## src/hdl/dfq_pkg.sv

```systemverilog
package dfq_pkg;

    localparam int unsigned DATA_W  = 32;
    localparam int unsigned COUNT_W = 5;

    typedef enum logic [1:0] {
        OP_UNIQUE = 2'd0,
        OP_PLAIN  = 2'd1,
        OP_DEQ    = 2'd2,
        OP_CLEAR  = 2'd3
    } t_opcode;

    typedef enum logic [2:0] {
        ST_ENQUEUED  = 3'd0,
        ST_DUPLICATE = 3'd1,
        ST_FULL      = 3'd2,
        ST_EMPTY     = 3'd3,
        ST_DEQUEUED  = 3'd4,
        ST_CLEARED   = 3'd5
    } t_status;

    typedef enum logic [2:0] {
        S_IDLE,
        S_SCAN,
        S_DEQ,
        S_EXEC,
        S_DONE
    } t_state;

    typedef struct packed {
        t_opcode                    opcode;
        logic signed [DATA_W-1:0]   value_in;
    } t_in_req;

    typedef struct packed {
        t_status                    status;
        logic signed [DATA_W-1:0]   value_out;
        logic [COUNT_W-1:0]         count_out;
    } t_out_req;

endpackage

```

## src/hdl/dedup_fifo_queue.sv

```systemverilog
// Bounded FIFO of signed 32-bit values with optional duplicate rejection.
// Input channel (i_in_valid / o_in_ready / i_in_req) carries an opcode and a
// value: unique enqueue, plain enqueue, dequeue or clear. Every request gives
// exactly one response on the output channel (o_out_valid / i_out_ready /
// o_out_req) with a status, the dequeued value (zero otherwise) and the
// number of entries held afterwards.
// Entries live in a single-port-write, single-port-read RAM with a registered
// read. Requests are handled one at a time. A unique enqueue reads the stored
// entries one per cycle through the RAM read port until it finds a match or
// has read the last entry. The response reaches o_out_valid through the
// output register.
// An output register sits between the controller and the receiver: while it
// holds an untaken response the controller can still accept and process the
// next request, and then waits with its result until the register frees up.
// Reset empties the queue (head, tail and count to zero) and drops any
// pending response; RAM contents are not cleared and need no clearing pass.
module dedup_fifo_queue #(
    parameter int unsigned QUEUE_DEPTH = 16
) (
    input  logic               i_clk,
    input  logic               i_rst_n,
    input  logic               i_in_valid,
    output logic               o_in_ready,
    input  dfq_pkg::t_in_req   i_in_req,
    output logic               o_out_valid,
    input  logic               i_out_ready,
    output dfq_pkg::t_out_req  o_out_req
);

    localparam int unsigned ADDR_W = (QUEUE_DEPTH > 1) ? $clog2(QUEUE_DEPTH) : 1;
    localparam int unsigned CNT_W  = $clog2(QUEUE_DEPTH + 1);

    logic                       wr_en;
    logic [ADDR_W-1:0]          wr_addr;
    logic [dfq_pkg::DATA_W-1:0] wr_data;
    logic                       rd_en;
    logic [ADDR_W-1:0]          rd_addr;
    logic [dfq_pkg::DATA_W-1:0] rd_data;
    logic                       res_valid;
    logic                       res_ready;
    dfq_pkg::t_out_req          res;

    logic                       r_out_valid, n_out_valid;
    dfq_pkg::t_out_req          r_out_req, n_out_req;

    dfq_ctrl #(
        .DEPTH  (QUEUE_DEPTH),
        .ADDR_W (ADDR_W),
        .CNT_W  (CNT_W)
    ) u_ctrl (
        .i_clk       (i_clk),
        .i_rst_n     (i_rst_n),
        .i_in_valid  (i_in_valid),
        .o_in_ready  (o_in_ready),
        .i_in_req    (i_in_req),
        .o_res_valid (res_valid),
        .i_res_ready (res_ready),
        .o_res       (res),
        .o_wr_en     (wr_en),
        .o_wr_addr   (wr_addr),
        .o_wr_data   (wr_data),
        .o_rd_en     (rd_en),
        .o_rd_addr   (rd_addr),
        .i_rd_data   (rd_data)
    );

    dfq_ram #(
        .DEPTH  (QUEUE_DEPTH),
        .ADDR_W (ADDR_W)
    ) u_ram (
        .i_clk     (i_clk),
        .i_wr_en   (wr_en),
        .i_wr_addr (wr_addr),
        .i_wr_data (wr_data),
        .i_rd_en   (rd_en),
        .i_rd_addr (rd_addr),
        .o_rd_data (rd_data)
    );

    assign res_ready = !r_out_valid || i_out_ready;

    always_comb begin
        n_out_valid = r_out_valid;
        n_out_req   = r_out_req;
        if (res_valid && res_ready) begin
            n_out_valid = 1'b1;
            n_out_req   = res;
        end else if (i_out_ready) begin
            n_out_valid = 1'b0;
        end
    end

    always_ff @(posedge i_clk) begin
        if (!i_rst_n) begin
            r_out_valid <= 1'b0;
        end else begin
            r_out_valid <= n_out_valid;
        end
    end

    always_ff @(posedge i_clk) begin
        r_out_req <= n_out_req;
    end

    assign o_out_valid = r_out_valid;
    assign o_out_req   = r_out_req;

endmodule

```

## src/hdl/dfq_ram.sv

```systemverilog
module dfq_ram #(
    parameter int unsigned DEPTH  = 16,
    parameter int unsigned ADDR_W = 4
) (
    input  logic                       i_clk,
    input  logic                       i_wr_en,
    input  logic [ADDR_W-1:0]          i_wr_addr,
    input  logic [dfq_pkg::DATA_W-1:0] i_wr_data,
    input  logic                       i_rd_en,
    input  logic [ADDR_W-1:0]          i_rd_addr,
    output logic [dfq_pkg::DATA_W-1:0] o_rd_data
);

    logic [dfq_pkg::DATA_W-1:0] r_mem [DEPTH];
    logic [dfq_pkg::DATA_W-1:0] r_rd_data;

    always_ff @(posedge i_clk) begin
        if (i_wr_en) begin
            r_mem[i_wr_addr] <= i_wr_data;
        end
    end

    always_ff @(posedge i_clk) begin
        if (i_rd_en) begin
            r_rd_data <= r_mem[i_rd_addr];
        end
    end

    assign o_rd_data = r_rd_data;

endmodule

```

## src/hdl/dfq_ctrl.sv

```systemverilog
module dfq_ctrl #(
    parameter int unsigned DEPTH  = 16,
    parameter int unsigned ADDR_W = 4,
    parameter int unsigned CNT_W  = 5
) (
    input  logic                       i_clk,
    input  logic                       i_rst_n,
    input  logic                       i_in_valid,
    output logic                       o_in_ready,
    input  dfq_pkg::t_in_req           i_in_req,
    output logic                       o_res_valid,
    input  logic                       i_res_ready,
    output dfq_pkg::t_out_req          o_res,
    output logic                       o_wr_en,
    output logic [ADDR_W-1:0]          o_wr_addr,
    output logic [dfq_pkg::DATA_W-1:0] o_wr_data,
    output logic                       o_rd_en,
    output logic [ADDR_W-1:0]          o_rd_addr,
    input  logic [dfq_pkg::DATA_W-1:0] i_rd_data
);

    localparam logic [ADDR_W-1:0] LAST_IDX = ADDR_W'(DEPTH - 1);
    localparam logic [CNT_W-1:0]  FULL_CNT = CNT_W'(DEPTH);

    dfq_pkg::t_state     r_state, n_state;
    logic [ADDR_W-1:0]   r_head, n_head;
    logic [ADDR_W-1:0]   r_tail, n_tail;
    logic [CNT_W-1:0]    r_count, n_count;
    dfq_pkg::t_opcode    r_op, n_op;
    logic [dfq_pkg::DATA_W-1:0] r_value, n_value;
    logic [CNT_W-1:0]    r_scan_cnt, n_scan_cnt;
    logic [ADDR_W-1:0]   r_scan_ptr, n_scan_ptr;
    dfq_pkg::t_out_req   r_res, n_res;

    function automatic logic [ADDR_W-1:0] next_idx(input logic [ADDR_W-1:0] idx);
        return (idx == LAST_IDX) ? '0 : idx + 1'b1;
    endfunction

    always_ff @(posedge i_clk) begin
        if (!i_rst_n) begin
            r_state <= dfq_pkg::S_IDLE;
            r_head  <= '0;
            r_tail  <= '0;
            r_count <= '0;
        end else begin
            r_state <= n_state;
            r_head  <= n_head;
            r_tail  <= n_tail;
            r_count <= n_count;
        end
    end

    always_ff @(posedge i_clk) begin
        r_op       <= n_op;
        r_value    <= n_value;
        r_scan_cnt <= n_scan_cnt;
        r_scan_ptr <= n_scan_ptr;
        r_res      <= n_res;
    end

    always_comb begin
        n_state    = r_state;
        n_head     = r_head;
        n_tail     = r_tail;
        n_count    = r_count;
        n_op       = r_op;
        n_value    = r_value;
        n_scan_cnt = r_scan_cnt;
        n_scan_ptr = r_scan_ptr;
        n_res      = r_res;
        o_in_ready  = 1'b0;
        o_res_valid = 1'b0;
        o_wr_en     = 1'b0;
        o_wr_addr   = r_tail;
        o_wr_data   = r_value;
        o_rd_en     = 1'b0;
        o_rd_addr   = r_head;

        case (r_state)
            dfq_pkg::S_IDLE: begin
                o_in_ready = 1'b1;
                if (i_in_valid) begin
                    n_op    = i_in_req.opcode;
                    n_value = i_in_req.value_in;
                    n_state = dfq_pkg::S_EXEC;
                    case (i_in_req.opcode)
                        dfq_pkg::OP_UNIQUE: begin
                            if (r_count != '0) begin
                                // first compare reads the oldest entry
                                o_rd_en    = 1'b1;
                                o_rd_addr  = r_head;
                                n_scan_cnt = '0;
                                n_scan_ptr = next_idx(r_head);
                                n_state    = dfq_pkg::S_SCAN;
                            end
                        end
                        dfq_pkg::OP_DEQ: begin
                            if (r_count != '0) begin
                                o_rd_en   = 1'b1;
                                o_rd_addr = r_head;
                                n_state   = dfq_pkg::S_DEQ;
                            end
                        end
                        default: begin
                            n_state = dfq_pkg::S_EXEC;
                        end
                    endcase
                end
            end
            dfq_pkg::S_SCAN: begin
                if (i_rd_data == r_value) begin
                    n_res.status    = dfq_pkg::ST_DUPLICATE;
                    n_res.value_out = '0;
                    n_res.count_out = dfq_pkg::COUNT_W'(r_count);
                    n_state         = dfq_pkg::S_DONE;
                end else if (r_scan_cnt == r_count - 1'b1) begin
                    n_state = dfq_pkg::S_EXEC;
                end else begin
                    o_rd_en    = 1'b1;
                    o_rd_addr  = r_scan_ptr;
                    n_scan_ptr = next_idx(r_scan_ptr);
                    n_scan_cnt = r_scan_cnt + 1'b1;
                end
            end
            dfq_pkg::S_DEQ: begin
                n_head          = next_idx(r_head);
                n_count         = r_count - 1'b1;
                n_res.status    = dfq_pkg::ST_DEQUEUED;
                n_res.value_out = i_rd_data;
                n_res.count_out = dfq_pkg::COUNT_W'(r_count - 1'b1);
                n_state         = dfq_pkg::S_DONE;
            end
            dfq_pkg::S_EXEC: begin
                n_state         = dfq_pkg::S_DONE;
                n_res.value_out = '0;
                case (r_op)
                    dfq_pkg::OP_UNIQUE, dfq_pkg::OP_PLAIN: begin
                        if (r_count == FULL_CNT) begin
                            n_res.status    = dfq_pkg::ST_FULL;
                            n_res.count_out = dfq_pkg::COUNT_W'(r_count);
                        end else begin
                            o_wr_en         = 1'b1;
                            n_tail          = next_idx(r_tail);
                            n_count         = r_count + 1'b1;
                            n_res.status    = dfq_pkg::ST_ENQUEUED;
                            n_res.count_out = dfq_pkg::COUNT_W'(r_count + 1'b1);
                        end
                    end
                    dfq_pkg::OP_DEQ: begin
                        // only reached with an empty queue
                        n_res.status    = dfq_pkg::ST_EMPTY;
                        n_res.count_out = dfq_pkg::COUNT_W'(r_count);
                    end
                    default: begin
                        n_head          = '0;
                        n_tail          = '0;
                        n_count         = '0;
                        n_res.status    = dfq_pkg::ST_CLEARED;
                        n_res.count_out = '0;
                    end
                endcase
            end
            dfq_pkg::S_DONE: begin
                o_res_valid = 1'b1;
                if (i_res_ready) begin
                    n_state = dfq_pkg::S_IDLE;
                end
            end
            default: begin
                n_state = dfq_pkg::S_IDLE;
            end
        endcase
    end

    assign o_res = r_res;

endmodule

```

## config.mk

```make
export PLATFORM = sky130hd
export DESIGN_NAME = dedup_fifo_queue
export DESIGN_NICKNAME = d
export VERILOG_FILES = /design/src/hdl/dfq_pkg.sv /design/src/hdl/dedup_fifo_queue.sv /design/src/hdl/dfq_ram.sv /design/src/hdl/dfq_ctrl.sv
export SDC_FILE = /design/constraint.sdc
export NUM_CORES = 1
export LEC_CHECK = 0
export BUFFER_PORTS_ARGS = -buffer_cell sky130_fd_sc_hd__buf_2
export CAP_MARGIN = 0
export CORE_MARGIN = 10
export CORE_UTILIZATION = 30
export DETAILED_ROUTE_END_ITERATION = 8
export GPL_ROUTABILITY_DRIVEN = 0
export GPL_TIMING_DRIVEN = 0
export RECOVER_POWER = 25
export SYNTH_ARGS = -nofsm -noshare
export SYNTH_HDL_FRONTEND = slang
export SYNTH_SLANG_ARGS = --single-unit
```

## constraint.sdc

```tcl
create_clock -name i_clk -period 12.2 [get_ports i_clk]
set_clock_uncertainty 0.1 [all_clocks]
set_input_delay 0.61 -clock i_clk [delete_from_list [all_inputs] [get_ports i_clk]]
set_output_delay 0.61 -clock i_clk [all_outputs]
set_load 0.02 [all_outputs]
```

==> results of run 1 <==
==> routing by layer <==
layer  part of all wire, %  track usage, %  routed length, um  vias up
li1                      -               -                  -     6195
met1                    44            17.8              29000     6998
met2                    45            20.2              29900      545
met3                   8.1            3.67               5350      104
met4                   2.3            3.68               1550        4
met5                 0.039               0                 26        -
==> sequential cells by signal, summed over array words and instances, names as in the netlist <==
| name | cells |
|---|---|
| u_ctrl.o_res | 40 |
| u_ctrl.r_scan_ptr | 4 |
| o_out_req | 40 |
| u_ctrl.o_wr_data | 32 |
| u_ram.r_mem | 512 |
| u_ram.o_rd_data | 32 |
| u_ctrl.r_scan_cnt | 5 |
| o_out_valid | 1 |
| u_ctrl.r_op | 2 |
| u_ctrl.r_state | 3 |
| u_ctrl.r_count | 5 |
| u_ctrl.o_wr_addr | 4 |
| u_ctrl.r_head | 4 |
==> power by group through the flow <==
stage               registers, uW  logic (uW)  clock network (uW)
finish                       3030        1080                2080
global route                 3050        1150                2210
CTS                          3030        1080                2120
detailed placement           3080        1080                   0
global placement             3080        1040                   0
floorplan                    3030         670                   0
==> synthesized netlist by cell type (10+ instances only) <==
library cell | number | area share [%]
a21oi_1 | 13 | 0.25
and3_1 | 35 | 0.84
buf_2 | 28 | 0.54
clkbuf_1 | 42 | 0.60
dfxtp_1 | 17 | 1.3
edfxtp_1 | 667 | 77
inv_1 | 10 | 0.14
mux2i_1 | 262 | 10
nand2_1 | 44 | 0.63
nand4_1 | 10 | 0.24
nor2_1 | 31 | 0.45
o21ai_0 | 15 | 0.29
o22ai_1 | 129 | 3.1
or4_1 | 32 | 0.92
xnor2_1 | 43 | 1.4
==> worst reg2reg max path: stages (launching register included) <==
cell	delay [ps]
edfxtp_1	600
xnor2_1	500
nand4_1	170
nor4_2	860
a21oi_4	250
mux2i_1	620
clkbuf_1	490
buf_2	520
mux2i_1	330
o22ai_1	110
or4_1	500
==> cell type report <==
type,instances,area (sq um)
plain buffers,71,302
clock buffers,80,1790
clock inverters,40,403
fillers,8103,55700
inverters,10,37.5
multi-input cells,696,5520
flip-flops and latches,684,20400
well taps,1155,1450
repair buffers,110,900
==> worst paths after layout <==
path                                      startpoint                  end  cells past startpoint
worst min-delay path                     i_in_req[2]  u_ctrl.o_wr_data[2]                      1
worst max-delay path            u_ctrl.o_wr_data[29]   u_ram.o_rd_data[1]                     10
worst max register to register  u_ctrl.o_wr_data[29]   u_ram.o_rd_data[1]                     10
worst min register to register      u_ctrl.o_res[12]        o_out_req[12]                      0
==> cell families after synthesis <==
kind of cell    after synthesis  synth area share, %
xor+xnor                     49                 1.64
compound gates              178                 4.27
mux                         263                 10.1
fa+ha+maj                     9                0.432
simple gates                197                 4.21
buf+inv                      81                 1.30
flops                       684                 78.1
==> per-stage QoR <==
stage          instance area (sq um)  hold WS, ps  utilization, %  worst slack [ps]
6_report                       30800         67.4            35.6              6890
4_1_cts                        30800         43.0            35.6              6310
3_3_place_gp                   27900          306            32.3              4780
3_5_place_dp                   28600          305            33.1              6340
2_1_floorplan                  26100          300               -              7660
5_1_grt                        30800         46.4            35.6              6700
==> impl.org, run 1 <==
** Outcome
- The run finished with clean final reports.

** Placement
- Input and output buffers added on the ports amount to 79.
- Number of cells in the design after placement :: 2,725
- Hpwl dp :: 43.8 mm

** Yosys
- Number of flops mapped to enable cells by yosys :: 667
- Synthesized cell area :: 26,100 sq um
- Share of flip-flops with an asynchronous set or reset :: 0%
- Number of warnings printed during yosys synthesis :: 0
- Averaged over all synthesized cells, the footprint is 17.9 sq um.
- Ys flop type :: edfxtp_1
- Synthesis produced a netlist whose cell count is 1,461.
- Register area share after synthesis :: 78.1%
- Synthesis inferred 684 register bits.
- Synthesis produced a netlist with a net count of 1,508.
- Distinct cells, synth :: 46

** Power and ir drop
- Total design power :: 6190 uW
- Combinational Power Share :: 17.5%
- Cell internal pwr :: 4450 uW
- Summed over all cells, the static leakage comes to 0.0114 uW.
- Clock network fraction of total power :: 33.6%
- Sw Ratio :: 28.1%
- Per report_power, the sequential group accounts for 48.9% of the total.
- For this design the ratio of total power to cell area is 201 nW/um^2.
- In this run the power spent charging and discharging nets is 1740 uW.
- Largest vdd supply drop :: 0.000126 V

** CTS
- Bufs on Longest Clock Path :: 3
- In this run, post-CTS hold repair placed 0 buffers.
- The H-tree generated during clock tree synthesis spans 3 levels.
- The clock net in this run drives a total of 684 sinks.
- Clock latency on the worst-skew pair, taken at its later pin, is 620 ps.
- Buffer type at the clock tree root :: clkbuf_16
- Num CTS Buffers :: 68
- Clock-pin slew was measured on the worst setup and hold paths at 70 ps.
- TritonCTS built the clock tree.
- Post-CTS setup repair buffer count :: 0
- Resize count post-CTS :: 0

** Detailed routing
- The first detailed-routing pass ran for 5 iterations.
- For this block, the routed nets add up to 65.9 mm of wire.
- For this block, the via count after detailed routing is 13,800.
- Once detail routing completed, the nets flagged for antenna violations numbered 0.
- In the final routed layout, each cell accounts on average for 23.1 um.
- Per-cell via count in the routed design :: 4.87
- The detailed router finished its first iteration with 1,482 violations.
- DRC violations left :: 0

** Worst hold path
- Type of the worst min-delay path :: input pin to register

** Floorplanning
- In this run the core area contains 108 standard-cell rows.
- Measured along the y axis, the die boundary spans 315 um.
- For this configuration, the core starts out at a cell density of 30.2%.
- Floorplan core area :: 86,500 sq um
- From left edge to right edge, the die measures 315 um.
- The floorplan step defined a die boundary enclosing 99,200 sq um.
- 80 I/O pins were placed.

** Setup path
- The worst setup path is captured at a register.
- Setup slack on the worst flop-to-flop path :: 6890 ps
- The worst setup path is launched from a register.
- By instance count, the cell type seen most on the critical path is mux2i_1.
- For the worst setup path, the data arrival time is 5570 ps.
- Largest fanout of any net on the critical path :: 17
- STA puts the critical path data required time at 12,460 ps.
- Worst path cell trace :: xnor2_1 > nand4_1 > nor4_2 > a21oi_4 > mux2i_1 > clkbuf_1 > buf_2 > mux2i_1 > o22ai_1 > or4_1
- The setup path with the least slack is of type register to register.
- Maximum single-stage delay on the critical path :: 860 ps
- Cell type group with the largest total delay on the critical path :: simple AND/OR/NAND/NOR gates
- Number of buffer and inverter instances along the worst setup path :: 2
- The largest individual stage delay along the critical path comes from the cell nor4_2.

** Global routing
- Wire length of the first global-routing pass :: 95.4 mm
- Entering global routing, the biggest net connects 26 pins.
- Total routing usage reported by global routing :: 13.1%
- The via count of the first global-routing pass is 14,000.
- The number of antenna violations at the first check in global routing is 5.
- Gr ovfl total :: 0

** Finish
- At the end of the flow, the number of nets in the layout was 1,688.
- Antenna cells :: 0
- Synth-to-Final Area Change :: 17.9%
- Share of layout cells above drive strength 1 :: 14.8%
- The count of cells in the finished layout, fillers not included, comes to 2,846.
- Leading cell type in the layout, fill and taps excluded :: edfxtp_1
- In the layout the commonest cells are edfxtp_1 (667), mux2i_1 (262), o22ai_1 (129).

** Timing
- Final worst path period share :: 43.5%
- Time the final worst path needs with I/O delays and setup :: 5310 ps
- Count of pins over their slew limit :: 0
- Setup repair after global routing left no endpoint under its margin.
- Final total negative setup slack :: 0 ps
- Remaining max-slew budget at the tightest pin :: 34.8%
- Endpoints failing hold :: 0
- Setup violations remaining at the end of the flow were counted as 0.
- At the pin with the least slew margin, the transition time is 971 ps.
- Derived from the worst setup path, the maximum achievable clock frequency is 0.188 GHz.

** Job
- Max_cap viols :: 0
Note: power is estimated with default switching activity, not from simulation.
==> run 2, diff against run 1 <==
- clock period: 12.2 -> 4.45 ns (I/O delays scaled with it)
==> impl.org, run 2 (synthesis results as in run 1) <==
** Outcome
- The flow ran to the end, and the final reports show no timing, DRC or antenna violations.

** Timing
- Remaining max-slew budget at the tightest pin :: 34.1%
- Transition time of the tightest slew-check pin :: 987 ps
- Once routing completed, OpenROAD measured the worst setup slack at 70.0 ps.
- In the finished design, the share of the clock period the worst path needs comes to 98.4%.
- The final count of pins violating max slew was 0.
- Subtracting the final worst setup slack from the clock period gives 4380 ps.
- Final total negative setup slack :: 0 ps
- The hold violation count in the final report is 0.
- Setup repair after global routing missed its margin :: true
- Setup violations remaining at the end of the flow were counted as 0.
- For this run, the top clock speed supported by timing is 0.228 GHz.
- Hold WS :: 47.3 ps

** CTS
- Clock transition at path regs :: 70 ps
- The root buffer cell chosen for the clock tree is clkbuf_16.
- Clock latency reported for the late side of the worst-skew pair :: 600 ps
- The clock passes through at most 3 buffers.
- TritonCTS built the clock tree.
- CTS built an H-tree with a depth of 3.
- TritonCTS Sinks :: 684
- The number of clock buffers added by TritonCTS is 70.

** Worst hold path
- Cell depth of the worst hold path :: 4
- The startpoint identified for the worst hold timing path is i_in_valid.
- In this run the worst hold path is classified as input pin to register.

** Finish
- Leading cell type in the layout, fill and taps excluded :: edfxtp_1
- Relative to the synthesized area, the layout overhead comes to 20.1%.
- Fin util :: 36.2%
- Top library cells by usage in the layout, fill and taps aside :: edfxtp_1 (667), mux2i_1 (261), o22ai_1 (129)
- Ranked by flip-flop count, first place goes to u_ram.r_mem.
- In the final layout, the share of cells above drive strength 1 is 14.8%.
- Flip-flop count of the largest register after layout :: 512
- # nets final :: 1,730

** Job
- Max-cap violations in this run came to 0.

** Detailed routing
- After detailed routing, the wire length on met1 is 29.3 mm.
- The highest layer touched by signal routing is met4.
- After detailed routing, the number of vias per cell comes to 4.87.
- For this block, the routed nets add up to 65.9 mm of wire.
- Detailed-router iteration count before antenna repair :: 5
- The first routing iteration left 1,581 violations.
- In the detailed route, the total length drawn on met3 is 5.10 mm.
- After detailed routing, the number of remaining DRC violations is 0.
- Wire segments on met2 add up to 30.2 mm in the final route.
- WL/cell :: 22.9 um
- Once detail routing completed, the nets flagged for antenna violations numbered 0.
- The routed layout has 14,000 vias.

** Setup path
- Largest fanout of any net on the critical path :: 17
- Endpoint class of the critical path :: register
- Data required, critical path :: 4670 ps
- FF-to-FF Start :: u_ctrl.o_wr_data[4]
- Setup crit start kind :: register
- Worst endpoint data arrival time :: 4600 ps
- Type of the worst setup path :: register to register
- The critical path starts at u_ctrl.o_wr_data[4].
- Worst Reg-to-Reg Cells :: 11

** Floorplanning
- The die covers 99,200 sq um.
- Die Y-Extent :: 315 um
- For this design the top-level I/O count stands at 80.
- The initialized floorplan defines 108 standard-cell rows.
- Floorplan core area :: 86,500 sq um
- Horizontal die dimension :: 315 um
- The initial utilization of the core area, before any placement, comes to 30.2%.

** Placement
- OpenSTA, run right after detailed placement, puts the worst setup slack at -1460 ps.
- Detailed placement ended at an HPWL of 44.0 mm.
- Port buffering added 79 buffers.

** Power and ir drop
- After layout, the design draws a total of 17,000 uW.
- PD cells :: 542 nW/um^2
- The worst-case IR drop observed on VDD is 0.000313 V.
- For this design the static power due to leakage is 0.0117 uW.

** Global routing
- Antenna violations before repair :: 1
- The via count of the first global-routing pass is 14,100.
- Total routing usage reported by global routing :: 13.1%
- Wire length of the first global-routing pass :: 95.8 mm
- Gr ovfl total :: 0
- Pin count of the biggest net entering global routing :: 27
[run 2: changes by cell type in the layout (fill, tap and decap cells not counted), sizes merged, moves of 4 or more]
cell,change
dlygate4sd3,+37
clkbuf,+23
clkinv,-4
buf,-13
inv,-5
[run 2: repair_timing]
| item | in CTS | in global routing |
|---|---|---|
| pin swaps | 2 | 0 |
| endpoints found under the hold margin | 42 | 0 |
| setup endpoints to repair | 32 | 32 |
| setup buffers | 7 | 3 |
| gates resized for setup | 25 | 14 |
| hold buffers | 37 | 0 |
[run 2: final cells by class]
cell class / instances / area (sq um)
Sequential cell: 684 / 20400
Timing Repair Buffer: 150 / 1360
Clock buffer: 87 / 1850
Inverter: 10 / 37.5
Clock inverter: 29 / 283
Tap cell: 1155 / 1450
Multi-Input combinational cell: 696 / 5640
Antenna cell: 1 / 2.50
Fill cell: 8057 / 55100
Buffer: 71 / 354
[run 2: per-stage QoR]
stage	std cells	cell area [sq um]
floorplan	1461	26100
global placement	2695	28000
detailed placement	2719	28600
CTS	2879	31300
global route	2882	31300
finish	2883	31300
[run 2: path summary, 6_finish.rpt]
path                               to  slack (ps)
setup / recovery  u_ram.o_rd_data[26]          70
hold / removal      u_ctrl.r_state[1]          50
setup reg to reg  u_ram.o_rd_data[26]          70
hold reg to reg          o_out_req[5]         310
[run 2: worst max-delay path: stages, from the launching register on]
cell,delay [ps]
edfxtp_1,600
xnor2_1,410
nand4_1,230
nor4_4,310
buf_4,220
a21oi_4,130
mux2i_2,410
buf_2,330
buf_2,440
mux2i_1,240
o22ai_1,100
or4_1,550
[run 2: per-layer routing]
layer	GRT usage [%]	up-vias
met5	0	-
met4	3.29	0
met3	3.01	92
met2	20.2	521
met1	18.3	7149
li1	-	6268
[run 2: where the power goes]
part / switching (uW) / total [uW] / internal [uW]
logic: 1920 / 3070 / 1150
clock network: 2330 / 5600 / 3270
registers: 457 / 8310 / 7850
total: 4710 / 17000 / 12300
